### config.mk
export PLATFORM = sky130hd
export DESIGN_NAME = decimal_real_to_integer
export DESIGN_NICKNAME = d
export VERILOG_FILES = /design/src/design/dri_pkg.sv /design/src/design/dri_front.sv /design/src/design/dri_queue.sv /design/src/design/dri_back.sv /design/src/design/decimal_real_to_integer.sv
export SDC_FILE = /design/constraint.sdc
export NUM_CORES = 2
export LEC_CHECK = 0
export BUFFER_PORTS_ARGS = -buffer_cell sky130_fd_sc_hd__buf_2
export CORE_MARGIN = 4
export CORE_UTILIZATION = 50
export CTS_CLUSTER_DIAMETER = 80
export DETAILED_ROUTE_END_ITERATION = 8
export PLACE_DENSITY = 0.69
export SETUP_SLACK_MARGIN = 0.3
export SYNTH_ARGS = -nofsm -noshare
export SYNTH_HDL_FRONTEND = slang
export SYNTH_SLANG_ARGS = --single-unit
### constraint.sdc
create_clock -name clk -period 8.3 [get_ports clk]
set_input_delay 0.83 -clock clk [delete_from_list [all_inputs] [get_ports clk]]
set_output_delay 0.83 -clock clk [all_outputs]
set_load 0.02 [all_outputs]
### src/design/dri_pkg.sv
`default_nettype none

package dri_pkg;

  localparam int MAX_DIGITS  = 75;
  localparam int DIGIT_W     = 7;
  localparam int DONE_W      = $clog2(MAX_DIGITS + 3);
  localparam int EXT_W       = 18;
  localparam int SCALE_MAX   = 64;
  localparam int SCALE_W     = $clog2(SCALE_MAX + 1);
  localparam int UNIT_W      = 10;
  localparam int ACC_W       = 64;
  localparam int QUEUE_DEPTH = 4;
  localparam int QPTR_W      = $clog2(QUEUE_DEPTH);
  localparam int QCNT_W      = $clog2(QUEUE_DEPTH + 1);

  typedef enum logic [1:0] {
    TGT_S32 = 2'd0,
    TGT_U32 = 2'd1,
    TGT_S64 = 2'd2,
    TGT_U64 = 2'd3
  } target_t;

  typedef enum logic [1:0] {
    BK_RUN,
    BK_SCALE,
    BK_DONE
  } back_state_t;

  // one classified unit handed from front to back
  typedef struct packed {
    logic                 first;
    logic                 last;
    logic [1:0]           take;
    logic [UNIT_W-1:0]    q;
    logic [SCALE_W-1:0]   scale;
    logic                 neg;
    logic                 special;
    target_t              target;
  } unit_op_t;

endpackage

`default_nettype wire

### src/design/dri_front.sv
`default_nettype none

module dri_front (
  input  wire                           clk,
  input  wire                           rst,
  input  wire                           accept,
  input  wire                           first_unit,
  input  wire  [1:0]                    target_kind,
  input  wire  [6:0]                    digit_count,
  input  wire  signed [15:0]            exponent,
  input  wire                           is_negative,
  input  wire                           is_special,
  input  wire  [9:0]                    unit_value,
  input  wire                           last_unit,
  output dri_pkg::unit_op_t             op
);

  localparam int EW = dri_pkg::EXT_W;
  localparam int DW = dri_pkg::DONE_W;

  logic [1:0]                   saved_target;
  logic [dri_pkg::DIGIT_W-1:0]  saved_digit_count;
  logic [15:0]                  saved_exponent;
  logic                         saved_sign;
  logic                         saved_special;
  logic [DW-1:0]                digits_done;
  logic [DW-1:0]                digits_done_next;

  logic [1:0]                   tgt_eff;
  logic [dri_pkg::DIGIT_W-1:0]  cnt_eff;
  logic [15:0]                  exp_eff;
  logic                         neg_eff;
  logic                         spc_eff;
  logic [DW-1:0]                done_eff;
  logic [dri_pkg::DIGIT_W-1:0]  d;
  logic [dri_pkg::DIGIT_W-1:0]  dm1;
  logic signed [EW-1:0]         int_dig;
  logic signed [EW-1:0]         avail;
  logic signed [EW-1:0]         k_raw;
  logic                         active;
  logic [1:0]                   w;
  logic [1:0]                   take;
  logic [1:0]                   shift;
  logic [DW-1:0]                done_upd;
  logic [17:0]                  prod10;
  logic [15:0]                  prod100;
  logic [dri_pkg::UNIT_W-1:0]   q;
  logic [dri_pkg::SCALE_W-1:0]  scale;

  // x mod 3 from the sum of base-4 digits
  function automatic logic [1:0] mod3(input logic [6:0] x);
    logic [3:0] s;
    s = 4'(x[1:0]) + 4'(x[3:2]) + 4'(x[5:4]) + 4'(x[6]);
    if (s >= 4'd9)      s = s - 4'd9;
    else if (s >= 4'd6) s = s - 4'd6;
    else if (s >= 4'd3) s = s - 4'd3;
    return s[1:0];
  endfunction

  always_comb begin
    tgt_eff  = first_unit ? target_kind : saved_target;
    cnt_eff  = first_unit ? digit_count : saved_digit_count;
    exp_eff  = first_unit ? exponent    : saved_exponent;
    neg_eff  = first_unit ? is_negative : saved_sign;
    spc_eff  = first_unit ? is_special  : saved_special;
    done_eff = first_unit ? '0          : digits_done;

    if (cnt_eff == '0)
      d = dri_pkg::DIGIT_W'(1);
    else if (cnt_eff > dri_pkg::DIGIT_W'(dri_pkg::MAX_DIGITS))
      d = dri_pkg::DIGIT_W'(dri_pkg::MAX_DIGITS);
    else
      d = cnt_eff;
    dm1 = d - dri_pkg::DIGIT_W'(1);

    int_dig = $signed({{(EW-dri_pkg::DIGIT_W){1'b0}}, d}) +
              $signed({{(EW-16){exp_eff[15]}}, exp_eff});
    avail   = int_dig - $signed({{(EW-DW){1'b0}}, done_eff});
    active  = (int'(done_eff) < int'(d));
    // leading unit may be short
    w = (done_eff == '0) ? (mod3(dm1) + 2'd1) : 2'd3;

    if (!active || avail <= 0)
      take = 2'd0;
    else if (avail > $signed({{(EW-2){1'b0}}, w}))
      take = w;
    else
      take = avail[1:0];

    shift    = w - take;
    done_upd = active ? (done_eff + DW'(w)) : done_eff;

    // unit / 10 and unit / 100 by reciprocal, exact for 10-bit units
    prod10  = 18'(unit_value) * 18'd205;
    prod100 = 16'(unit_value) * 16'd41;
    case (shift)
      2'd0:    q = unit_value;
      2'd1:    q = dri_pkg::UNIT_W'(prod10[17:11]);
      default: q = dri_pkg::UNIT_W'(prod100[15:12]);
    endcase

    k_raw = int_dig - $signed({{(EW-DW){1'b0}}, done_upd});
    if (k_raw <= 0)
      scale = '0;
    else if (k_raw > $signed(EW'(dri_pkg::SCALE_MAX)))
      scale = dri_pkg::SCALE_W'(dri_pkg::SCALE_MAX);
    else
      scale = k_raw[dri_pkg::SCALE_W-1:0];

    digits_done_next = last_unit ? '0 : done_upd;

    op.first   = first_unit;
    op.last    = last_unit;
    op.take    = take;
    op.q       = q;
    op.scale   = scale;
    op.neg     = neg_eff;
    op.special = spc_eff;
    op.target  = dri_pkg::target_t'(tgt_eff);
  end

  always_ff @(posedge clk) begin
    if (rst) begin
      saved_target      <= '0;
      saved_digit_count <= '0;
      saved_exponent    <= '0;
      saved_sign        <= 1'b0;
      saved_special     <= 1'b0;
      digits_done       <= '0;
    end else if (accept) begin
      if (first_unit) begin
        saved_target      <= target_kind;
        saved_digit_count <= digit_count;
        saved_exponent    <= exponent;
        saved_sign        <= is_negative;
        saved_special     <= is_special;
      end
      digits_done <= digits_done_next;
    end
  end

endmodule

`default_nettype wire

### src/design/dri_queue.sv
`default_nettype none

module dri_queue (
  input  wire                  clk,
  input  wire                  rst,
  input  wire                  wr,
  input  dri_pkg::unit_op_t    wdata,
  input  wire                  rd,
  output dri_pkg::unit_op_t    rdata,
  output logic                 q_empty,
  output logic                 q_full
);

  dri_pkg::unit_op_t               mem [dri_pkg::QUEUE_DEPTH];
  logic [dri_pkg::QPTR_W-1:0]      wptr;
  logic [dri_pkg::QPTR_W-1:0]      rptr;
  logic [dri_pkg::QCNT_W-1:0]      count;
  logic                            do_wr;
  logic                            do_rd;

  assign q_empty = (count == '0);
  assign q_full  = (count == dri_pkg::QCNT_W'(dri_pkg::QUEUE_DEPTH));
  assign do_wr   = wr && !q_full;
  assign do_rd   = rd && !q_empty;
  assign rdata   = mem[rptr];

  always_ff @(posedge clk) begin
    if (do_wr) begin
      mem[wptr] <= wdata;
    end
  end

  always_ff @(posedge clk) begin
    if (rst) begin
      wptr  <= '0;
      rptr  <= '0;
      count <= '0;
    end else begin
      if (do_wr) wptr <= wptr + dri_pkg::QPTR_W'(1);
      if (do_rd) rptr <= rptr + dri_pkg::QPTR_W'(1);
      if (do_wr && !do_rd)
        count <= count + dri_pkg::QCNT_W'(1);
      else if (do_rd && !do_wr)
        count <= count - dri_pkg::QCNT_W'(1);
    end
  end

endmodule

`default_nettype wire

### src/design/dri_back.sv
`default_nettype none

module dri_back (
  input  wire                  clk,
  input  wire                  rst,
  input  dri_pkg::unit_op_t    op,
  input  wire                  q_empty,
  output logic                 q_pop,
  input  wire                  pop,
  output logic                 empty,
  output logic [63:0]          result_bits,
  output logic                 overflow
);

  localparam int AW = dri_pkg::ACC_W;

  dri_pkg::back_state_t          state;
  dri_pkg::back_state_t          state_next;
  logic [AW-1:0]                 accumulator;
  logic [AW-1:0]                 accumulator_next;
  logic                          overflow_seen;
  logic                          overflow_seen_next;
  logic [dri_pkg::SCALE_W-1:0]   scale_cnt;
  logic [dri_pkg::SCALE_W-1:0]   scale_cnt_next;
  logic                          sign;
  logic                          sign_next;
  logic                          special;
  logic                          special_next;
  dri_pkg::target_t              target;
  dri_pkg::target_t              target_next;
  logic                          out_valid;
  logic                          out_load;

  logic [AW-1:0]                 acc_base;
  logic                          ov_base;
  logic [AW+9:0]                 mac;
  logic [AW+3:0]                 times10;
  logic [AW-1:0]                 neg_m;
  logic [AW-1:0]                 pack_bits;
  logic                          pack_ovf;

  always_comb begin
    acc_base = op.first ? '0 : accumulator;
    ov_base  = op.first ? 1'b0 : overflow_seen;
    case (op.take)
      2'd1:    mac = (AW+10)'(acc_base) * (AW+10)'(10);
      2'd2:    mac = (AW+10)'(acc_base) * (AW+10)'(100);
      default: mac = (AW+10)'(acc_base) * (AW+10)'(1000);
    endcase
    mac = mac + (AW+10)'(op.q);
    times10 = {1'b0, accumulator, 3'b000} + {3'b000, accumulator, 1'b0};
  end

  // truncation to the target width with range check, sign applied; specials give zero
  always_comb begin
    neg_m     = '0 - accumulator;
    pack_bits = '0;
    pack_ovf  = overflow_seen;
    case (target)
      dri_pkg::TGT_S32: begin
        if (sign) begin
          if (accumulator > AW'(64'h8000_0000)) pack_ovf = 1'b1;
          pack_bits = {{32{neg_m[31]}}, neg_m[31:0]};
        end else begin
          if (accumulator > AW'(64'h7FFF_FFFF)) pack_ovf = 1'b1;
          pack_bits = {{32{accumulator[31]}}, accumulator[31:0]};
        end
      end
      dri_pkg::TGT_U32: begin
        if (accumulator[63:32] != '0 || (sign && accumulator != '0)) pack_ovf = 1'b1;
        pack_bits = {32'd0, accumulator[31:0]};
      end
      dri_pkg::TGT_S64: begin
        if (sign) begin
          if (accumulator > 64'h8000_0000_0000_0000) pack_ovf = 1'b1;
          pack_bits = neg_m;
        end else begin
          if (accumulator[63]) pack_ovf = 1'b1;
          pack_bits = accumulator;
        end
      end
      default: begin
        if (sign && accumulator != '0) pack_ovf = 1'b1;
        pack_bits = accumulator;
      end
    endcase
    if (special) begin
      pack_bits = '0;
      pack_ovf  = 1'b0;
    end
  end

  always_comb begin
    state_next         = state;
    accumulator_next   = accumulator;
    overflow_seen_next = overflow_seen;
    scale_cnt_next     = scale_cnt;
    sign_next          = sign;
    special_next       = special;
    target_next        = target;
    q_pop              = 1'b0;
    out_load           = 1'b0;
    unique case (state)
      dri_pkg::BK_RUN: begin
        if (!q_empty) begin
          q_pop = 1'b1;
          if (op.take != 2'd0) begin
            accumulator_next   = mac[AW-1:0];
            overflow_seen_next = ov_base || (mac[AW+9:AW] != '0);
          end else begin
            accumulator_next   = acc_base;
            overflow_seen_next = ov_base;
          end
          if (op.last) begin
            scale_cnt_next = op.scale;
            sign_next      = op.neg;
            special_next   = op.special;
            target_next    = op.target;
            state_next     = (op.scale != '0) ? dri_pkg::BK_SCALE : dri_pkg::BK_DONE;
          end
        end
      end
      dri_pkg::BK_SCALE: begin
        accumulator_next   = times10[AW-1:0];
        overflow_seen_next = overflow_seen || (times10[AW+3:AW] != '0);
        scale_cnt_next     = scale_cnt - dri_pkg::SCALE_W'(1);
        if (scale_cnt == dri_pkg::SCALE_W'(1)) state_next = dri_pkg::BK_DONE;
      end
      dri_pkg::BK_DONE: begin
        if (!out_valid || pop) begin
          out_load           = 1'b1;
          accumulator_next   = '0;
          overflow_seen_next = 1'b0;
          state_next         = dri_pkg::BK_RUN;
        end
      end
      default: state_next = dri_pkg::BK_RUN;
    endcase
  end

  always_ff @(posedge clk) begin
    if (rst) begin
      state         <= dri_pkg::BK_RUN;
      accumulator   <= '0;
      overflow_seen <= 1'b0;
      scale_cnt     <= '0;
      sign          <= 1'b0;
      special       <= 1'b0;
      target        <= dri_pkg::TGT_S32;
    end else begin
      state         <= state_next;
      accumulator   <= accumulator_next;
      overflow_seen <= overflow_seen_next;
      scale_cnt     <= scale_cnt_next;
      sign          <= sign_next;
      special       <= special_next;
      target        <= target_next;
    end
  end

  always_ff @(posedge clk) begin
    if (rst) begin
      out_valid <= 1'b0;
    end else if (out_load) begin
      out_valid <= 1'b1;
    end else if (pop) begin
      out_valid <= 1'b0;
    end
  end

  always_ff @(posedge clk) begin
    if (out_load) begin
      result_bits <= pack_bits;
      overflow    <= pack_ovf;
    end
  end

  assign empty = !out_valid;

  a_pop_only_in_run: assert property (@(posedge clk) disable iff (rst)
    q_pop |-> (state == dri_pkg::BK_RUN && !q_empty))
    else $error("queue read outside run state");

  a_scale_nonzero: assert property (@(posedge clk) disable iff (rst)
    (state == dri_pkg::BK_SCALE) |-> (scale_cnt != '0))
    else $error("scale loop entered with zero count");

  a_special_zero: assert property (@(posedge clk) disable iff (rst)
    (out_load && special) |=> (result_bits == '0 && !overflow))
    else $error("special value produced nonzero result");

  a_clear_after_load: assert property (@(posedge clk) disable iff (rst)
    out_load |=> (accumulator == '0 && !overflow_seen && state == dri_pkg::BK_RUN))
    else $error("accumulator not cleared after result transfer");

endmodule

`default_nettype wire

### src/design/decimal_real_to_integer.sv
// Channel   Direction  Handshake          Payload
// input     in         push / full        first_unit target_kind digit_count exponent
//                                         is_negative is_special unit_value last_unit
// result    out        empty / pop        result_bits overflow
//
// The back end folds each unit into its multiply-accumulate as it takes it off the queue.
// After the last unit of a number the scaling loop runs k (0..64) x10 steps,
// then the finished result waits to be loaded into the output register.
// Synchronous reset: the unit queue and the output register come up empty.
// full rises when the 4-entry unit queue is full; the back end holds its
// finished result while the output register is still occupied.
`default_nettype none

module decimal_real_to_integer (
  input  wire                  clk,
  input  wire                  rst,
  input  wire                  push,
  output logic                 full,
  input  wire                  first_unit,
  input  wire  [1:0]           target_kind,
  input  wire  [6:0]           digit_count,
  input  wire  signed [15:0]   exponent,
  input  wire                  is_negative,
  input  wire                  is_special,
  input  wire  [9:0]           unit_value,
  input  wire                  last_unit,
  output logic                 empty,
  input  wire                  pop,
  output logic [63:0]          result_bits,
  output logic                 overflow
);

  dri_pkg::unit_op_t  front_op;
  dri_pkg::unit_op_t  back_op;
  logic               accept;
  logic               q_empty;
  logic               q_full;
  logic               q_pop;

  assign full   = q_full;
  assign accept = push && !q_full;

  dri_front u_front (
    .clk         (clk),
    .rst         (rst),
    .accept      (accept),
    .first_unit  (first_unit),
    .target_kind (target_kind),
    .digit_count (digit_count),
    .exponent    (exponent),
    .is_negative (is_negative),
    .is_special  (is_special),
    .unit_value  (unit_value),
    .last_unit   (last_unit),
    .op          (front_op)
  );

  dri_queue u_queue (
    .clk     (clk),
    .rst     (rst),
    .wr      (accept),
    .wdata   (front_op),
    .rd      (q_pop),
    .rdata   (back_op),
    .q_empty (q_empty),
    .q_full  (q_full)
  );

  dri_back u_back (
    .clk         (clk),
    .rst         (rst),
    .op          (back_op),
    .q_empty     (q_empty),
    .q_pop       (q_pop),
    .pop         (pop),
    .empty       (empty),
    .result_bits (result_bits),
    .overflow    (overflow)
  );

endmodule

`default_nettype wire

After elaboration in Yosys (flattened, before gate mapping)
Memory sizes are Yosys's and may differ from the RTL's. A register that Yosys moved wholly into a read port is not among the register bits.
Cells that the tools add are included.
- memories kept: 1
- logic and storage cells: 172
- bits in writable memories: 100
- bits in registers: 185
- input port bits: 43
- output and inout port bits: 67
- eq/ne operators: 13
- multipliers: 5
- mux-type cells: 63
- bitwise operators: 1
- add/sub/neg operators: 21
- order comparisons: 12
- reduce and logical (&&, ||, !) cells: 37
- memories (memory ; depth ; bits a word ; read ports ; clocked after Yosys merged registers in ; wr ports ; line ; RTL):
    u_queue.mem ; 4 ; 25 ; 1 ; 1 ; 1 ; dri_queue.sv:14 ; dri_pkg::unit_op_t mem [dri_pkg::QUEUE_DEPTH];
- operators by type and width (kind ; count):
    64-bit 2-to-1 mux ; 6
    64-bit one-hot mux with 3 select lines ; 2
    74-bit one-hot mux with 2 select lines ; 1
    74-bit by 10-bit adder with 74-bit output ; 1
    64-bit by 7-bit multiplier with 71-bit output, second input constant ; 1
    7-bit 2-to-1 mux ; 10
    64-bit by 5-bit multiplier with 69-bit output, second input constant ; 1
    67-bit by 65-bit adder with 68-bit output ; 1
    64-bit by 3-bit multiplier with 67-bit output, second input constant ; 1
    64-bit by 31-bit > comparator with 1-bit output, second input constant ; 1
    64-bit by 32-bit > comparator with 1-bit output, second input constant ; 1
    64-bit > comparator, second input constant ; 1
    64-bit nonzero test ; 1
    1-bit by 64-bit subtractor with 64-bit output, first input constant ; 1
    18-bit by 1-bit <= comparator with 1-bit output, second input constant ; 2
    17-bit by 8-bit subtractor with 18-bit output ; 2
    32-bit nonzero test ; 1
    2-bit 2-to-1 mux ; 14
    1-bit 2-to-1 mux ; 22
    10-bit one-hot mux with 2 select lines ; 1
    18-bit by 3-bit > comparator with 1-bit output ; 1
    18-bit by 8-bit > comparator with 1-bit output, second input constant ; 1
    10-bit by 8-bit multiplier with 18-bit output, second input constant ; 1
    8-bit by 16-bit adder with 17-bit output ; 1
    42 further kinds ; 77

Depth between registers and ports, before layout
- depth after elaboration: 20
- mapped depth: 36
- depth with buffers taken out: 32

By module
From an unflattened synthesis, not the netlist that was laid out.
- cells, all modules: 6348
- area, all modules: 49881.6 µm²
- modules (own cells, without submodules) (module ; cells an instance ; area each (µm²) ; sequential area each (µm²) ; instances):
    dri_back ; 5362 ; 39110.0 ; 3533.4 ; 1
    dri_front ; 806 ; 6632.6 ; 680.7 ; 1
    dri_queue ; 179 ; 4125.2 ; 3183.1 ; 1
    decimal_real_to_integer ; 1 ; 13.8 ; 0.0 ; 1

Worst setup path after synthesis
Ideal clock, no wire load.
- path type: register -> register
- start point: register (tool-made name)
- end point: register u_back.overflow_seen
- buffers on the path: 4
- cell stages (with the launch flop): 29
- arrival: 8048 ps
- period minus slack after synthesis: 8181 ps
- data required time: 8167 ps
- path slack: 119 ps
- setup time: 133 ps
- cell sequence: dfxtp_1 -> clkbuf_1 -> mux2_2 -> o21ai_0 -> clkbuf_1 -> buf_1 -> nand2_1 -> inv_1 -> fa_1 -> fa_1 -> fa_1 -> fa_1 -> ha_1 -> buf_4 -> a21oi_1 -> o21ai_0 -> or3_1 -> o31a_1 -> a211oi_2 -> o311ai_1 -> a221oi_1 -> xnor2_1 -> a211oi_2 -> nor2_1 -> or4b_1 -> a2111oi_1 -> mux2i_1 -> o31ai_1 -> a211oi_1
- RTL lines (element ; line ; RTL):
    end signal: assignment ; dri_back.sv:153 ; overflow_seen <= overflow_seen_next;
    end: declaration ; dri_back.sv:21 ; logic overflow_seen;

==> flow_summary.json <==
{
  "fin_crit_ns": 7.941,
  "ys_ff_latch": 287,
  "hp-class": "reg2reg",
  "arrival_ns": 8.36,
  "io_pins": 110,
  "endpoint_kind": "register",
  "fillers": 8726,
  "relSlewSlack_pct": 15.63,
  "wl_per_cell_um": 23.89,
  "dr.pass1.iters": 7,
  "drive_above_1_share_pct": 15.10,
  "row_count": 113,
  "grt_pass1_vias": 43720,
  "regArea_um2": 7401,
  "crit_path_start_kind": "register",
  "synthFlopType": "edfxtp_1",
  "netlist_instances": 5702,
  "design_area_um2": 54140,
  "diodes": 0,
  "gr-usage-met2_pct": 56.52,
  "synthDistinctLibCells": 129,
  "peakVddDrop_v": 0.0003390,
  "fin_ws_ns": 0.3586,
  "hold_viol": 0,
  "antenna_found_initial": 3,
  "crit_type": "reg2reg",
  "critical_path.max_stage_delay_ns": 0.60,
  "multi_input_area_um2": 38150,
  "synthAdderAreaFrac_pct": 30.09,
  "synthXorXnorAreaFrac_pct": 5.920,
  "cts_tree": "built",
  "dp_hpwl_mm": 144.8,
  "busiest_layer": "met2",
  "grtUsageMet3_pct": 4.327,
  "drc": 0,
  "holdCritStartpoint": "u_front.saved_exponent[3]",
  "synth_mux_area_share_pct": 2.817,
  "syn_area_um2": 47700,
  "fp.dieW_um": 316.9,
  "drv_slew": 0,
  "synthSimpleGateAreaFrac_pct": 17.47,
  "grt_max_degree": 83,
  "pwr_density_cell_nw_per_um2": 446.2,
  "area_growth_pct": 13.50,
  "rsz0062_at_grt": "true",
  "finalSetupViolations": 0,
  "dp_cells": 7244,
  "syn_nets": 6690,
  "drv_cap": 0,
  "cp.required_ns": 8.72,
  "die_h_um": 316.9,
  "ctsHtreeMaxLevel": 2,
  "avgViaCountPerCell": 6.195,
  "ctsHoldBuffers": 0,
  "dr.first_iter.drc_count": 4116,
  "ctsLongestPathBuffers": 3,
  "fin_skew_ns": 0.03736,
  "worst_slew_pin_slew_ns": 1.252,
  "numCtsBuffers": 37,
  "wl_mm": 175.3,
  "timing.fmax_mhz": 125.9,
  "p_leak_nw": 25.68,
  "synth_compound_area_share_pct": 21.96,
  "clkTransAtPathRegs_ns": 0.06,
  "critical_path.slowest_cell": "or4_4",
  "period_share_pct": 95.68,
  "nNetsFinal": 7032,
  "layout_commonest_cell": "ha_1",
  "place.gp.congestion": 1.083,
  "dpl_cell_area_um2": 51930,
  "cts_root_buffer": "clkbuf_16",
  "cts.sink_count": 287,
  "avgSynthCellArea_um2": 8.366,
  "async_flop_share_pct": 0,
  "grt_pass1_wl_mm": 262.1,
  "numPortBuffers": 109,
  "setup_tns_ns": 0,
  "critPathMaxFanout": 12,
  "groute.usage.overall_pct": 34.05,
  "final_cell_mix": "582 x ha_1, 512 x nand2_1, 485 x inv_1",
  "clk_latency_ns": 0.60,
  "dp_slack_ns": -0.03970,
  "ant_nets": 0,
  "yosysSeqAreaShare_pct": 15.51,
  "routed-via-count": 45450,
  "initial_core_util_pct": 50.28,
  "synth_edf_count": 165,
  "final_util_pct": 57.07,
  "instances_no_fill": 7337,
  "coreArea_um2": 94870,
  "cp_common_cell": "buf_4",
  "dieArea_um2": 100400,
  "status": "finished clean",
  "finalPower_mw": 24.16,
  "hold_slack_ns": 0.4529,
  "synth_top_family_by_area": "adder cells",
  "synth_warnings": 0,
  "overflow": 0,
  "met1_usage_pct": 42.36
}
-- repair_timing --
| action | CTS | global route |
|---|---|---|
| pin swaps | 2 | 37 |
| gates cloned | 0 | 1 |
| endpoints found under the setup margin | 10 | 60 |
| buffers inserted | 0 | 25 |
| resized for setup | 15 | 175 |
-- path summary, 6_finish.rpt --
check	endpoint	cells after the start	slack, ns
worst max register to register	u_back.overflow_seen	32	0.36
worst min-delay path	u_front.saved_exponent[3]	2	0.45
worst max-delay path	u_back.overflow_seen	32	0.36
worst min register to register	u_front.saved_exponent[3]	2	0.45
-- layer usage --
| layer | part of all wire (%) | wire length (um) | up-vias |
|---|---|---|---|
| li1 | - | - | 21280 |
| met1 | 40 | 70170 | 22000 |
| met2 | 46 | 81120 | 1710 |
| met3 | 6.1 | 10630 | 457 |
| met4 | 7.6 | 13350 | 2 |
| met5 | 0.0068 | 12 | - |
-- critical path, delay by kind of cell (launching register included) --
kind | cells | cell delay (ns)
xor+xnor | 1 | 0.39
fa+ha+maj | 4 | 1.46
flops | 1 | 0.36
simple gates | 7 | 1.72
compound gates | 9 | 2.04
mux | 1 | 0.37
buf+inv | 10 | 1.39
-- cells by family after synthesis --
kind of cell,count (synthesis)
adders and majority gates,945
muxes,101
and+or+nand+nor,1693
buffers and inverters,756
xor gates and xnor gates,320
DFF,287
AOI/OAI and AO/OA,1600
-- cell usage after synthesis (36+ instances only) --
cell type / number / area (um^2)
and3_1: 40 / 250.2
a21oi_1: 508 / 2542
ha_1: 608 / 7607
xnor2_1: 174 / 1524
dfxtp_1: 122 / 2442
or3_1: 60 / 375.4
nand2b_1: 56 / 350.3
inv_1: 520 / 1952
nand4_1: 97 / 606.8
nor2_1: 419 / 1573
nand3_1: 101 / 505.5
clkbuf_1: 171 / 641.9
mux2i_1: 51 / 510.5
o21bai_1: 40 / 300.3
o21ai_0: 295 / 1476
a21o_1: 146 / 1096
a211oi_1: 63 / 473.0
xor2_1: 144 / 1261
o31ai_1: 37 / 277.8
nand2_1: 520 / 1952
edfxtp_1: 165 / 4955
nor3_1: 148 / 740.7
a31oi_1: 41 / 256.5
nor2b_1: 43 / 269.0
o21a_1: 71 / 533.0
and2_1: 40 / 250.2
fa_1: 337 / 6746
a221oi_1: 36 / 315.3
-- final cells by class --
class	count	area share, %
Clock buffer	46	1.830
Tap cell	1265	2.923
Inverter	525	3.684
Timing Repair Buffer	534	7.062
Multi-Input combinational cell	4659	70.45
Sequential cell	287	13.67
Clock inverter	21	0.3790
-- registers in the layout, summed over array words and instances, names as in the netlist, 2 cells and up, named ones only --
| name | cells |
|---|---|
| u_back.scale_cnt | 7 |
| u_front.digits_done | 7 |
| u_front.saved_digit_count | 7 |
| u_back.accumulator | 64 |
| u_front.saved_target | 2 |
| u_back.state | 2 |
| u_queue.count | 3 |
| u_front.saved_exponent | 16 |
| u_queue.mem | 100 |
| u_back.result_bits | 64 |
| u_queue.wptr | 2 |
| u_queue.rptr | 2 |
| u_back.target | 2 |
-- power by group --
group / leakage [nW] / switching [mW] / internal [mW] / total [mW]
combinational: 22.5 / 12.4 / 7.58 / 20.0
sequential: 2.56 / 0.398 / 2.21 / 2.61
clock: 0.577 / 0.674 / 0.924 / 1.60
total: 25.7 / 13.4 / 10.7 / 24.2
(Power assumes the default switching activity.)
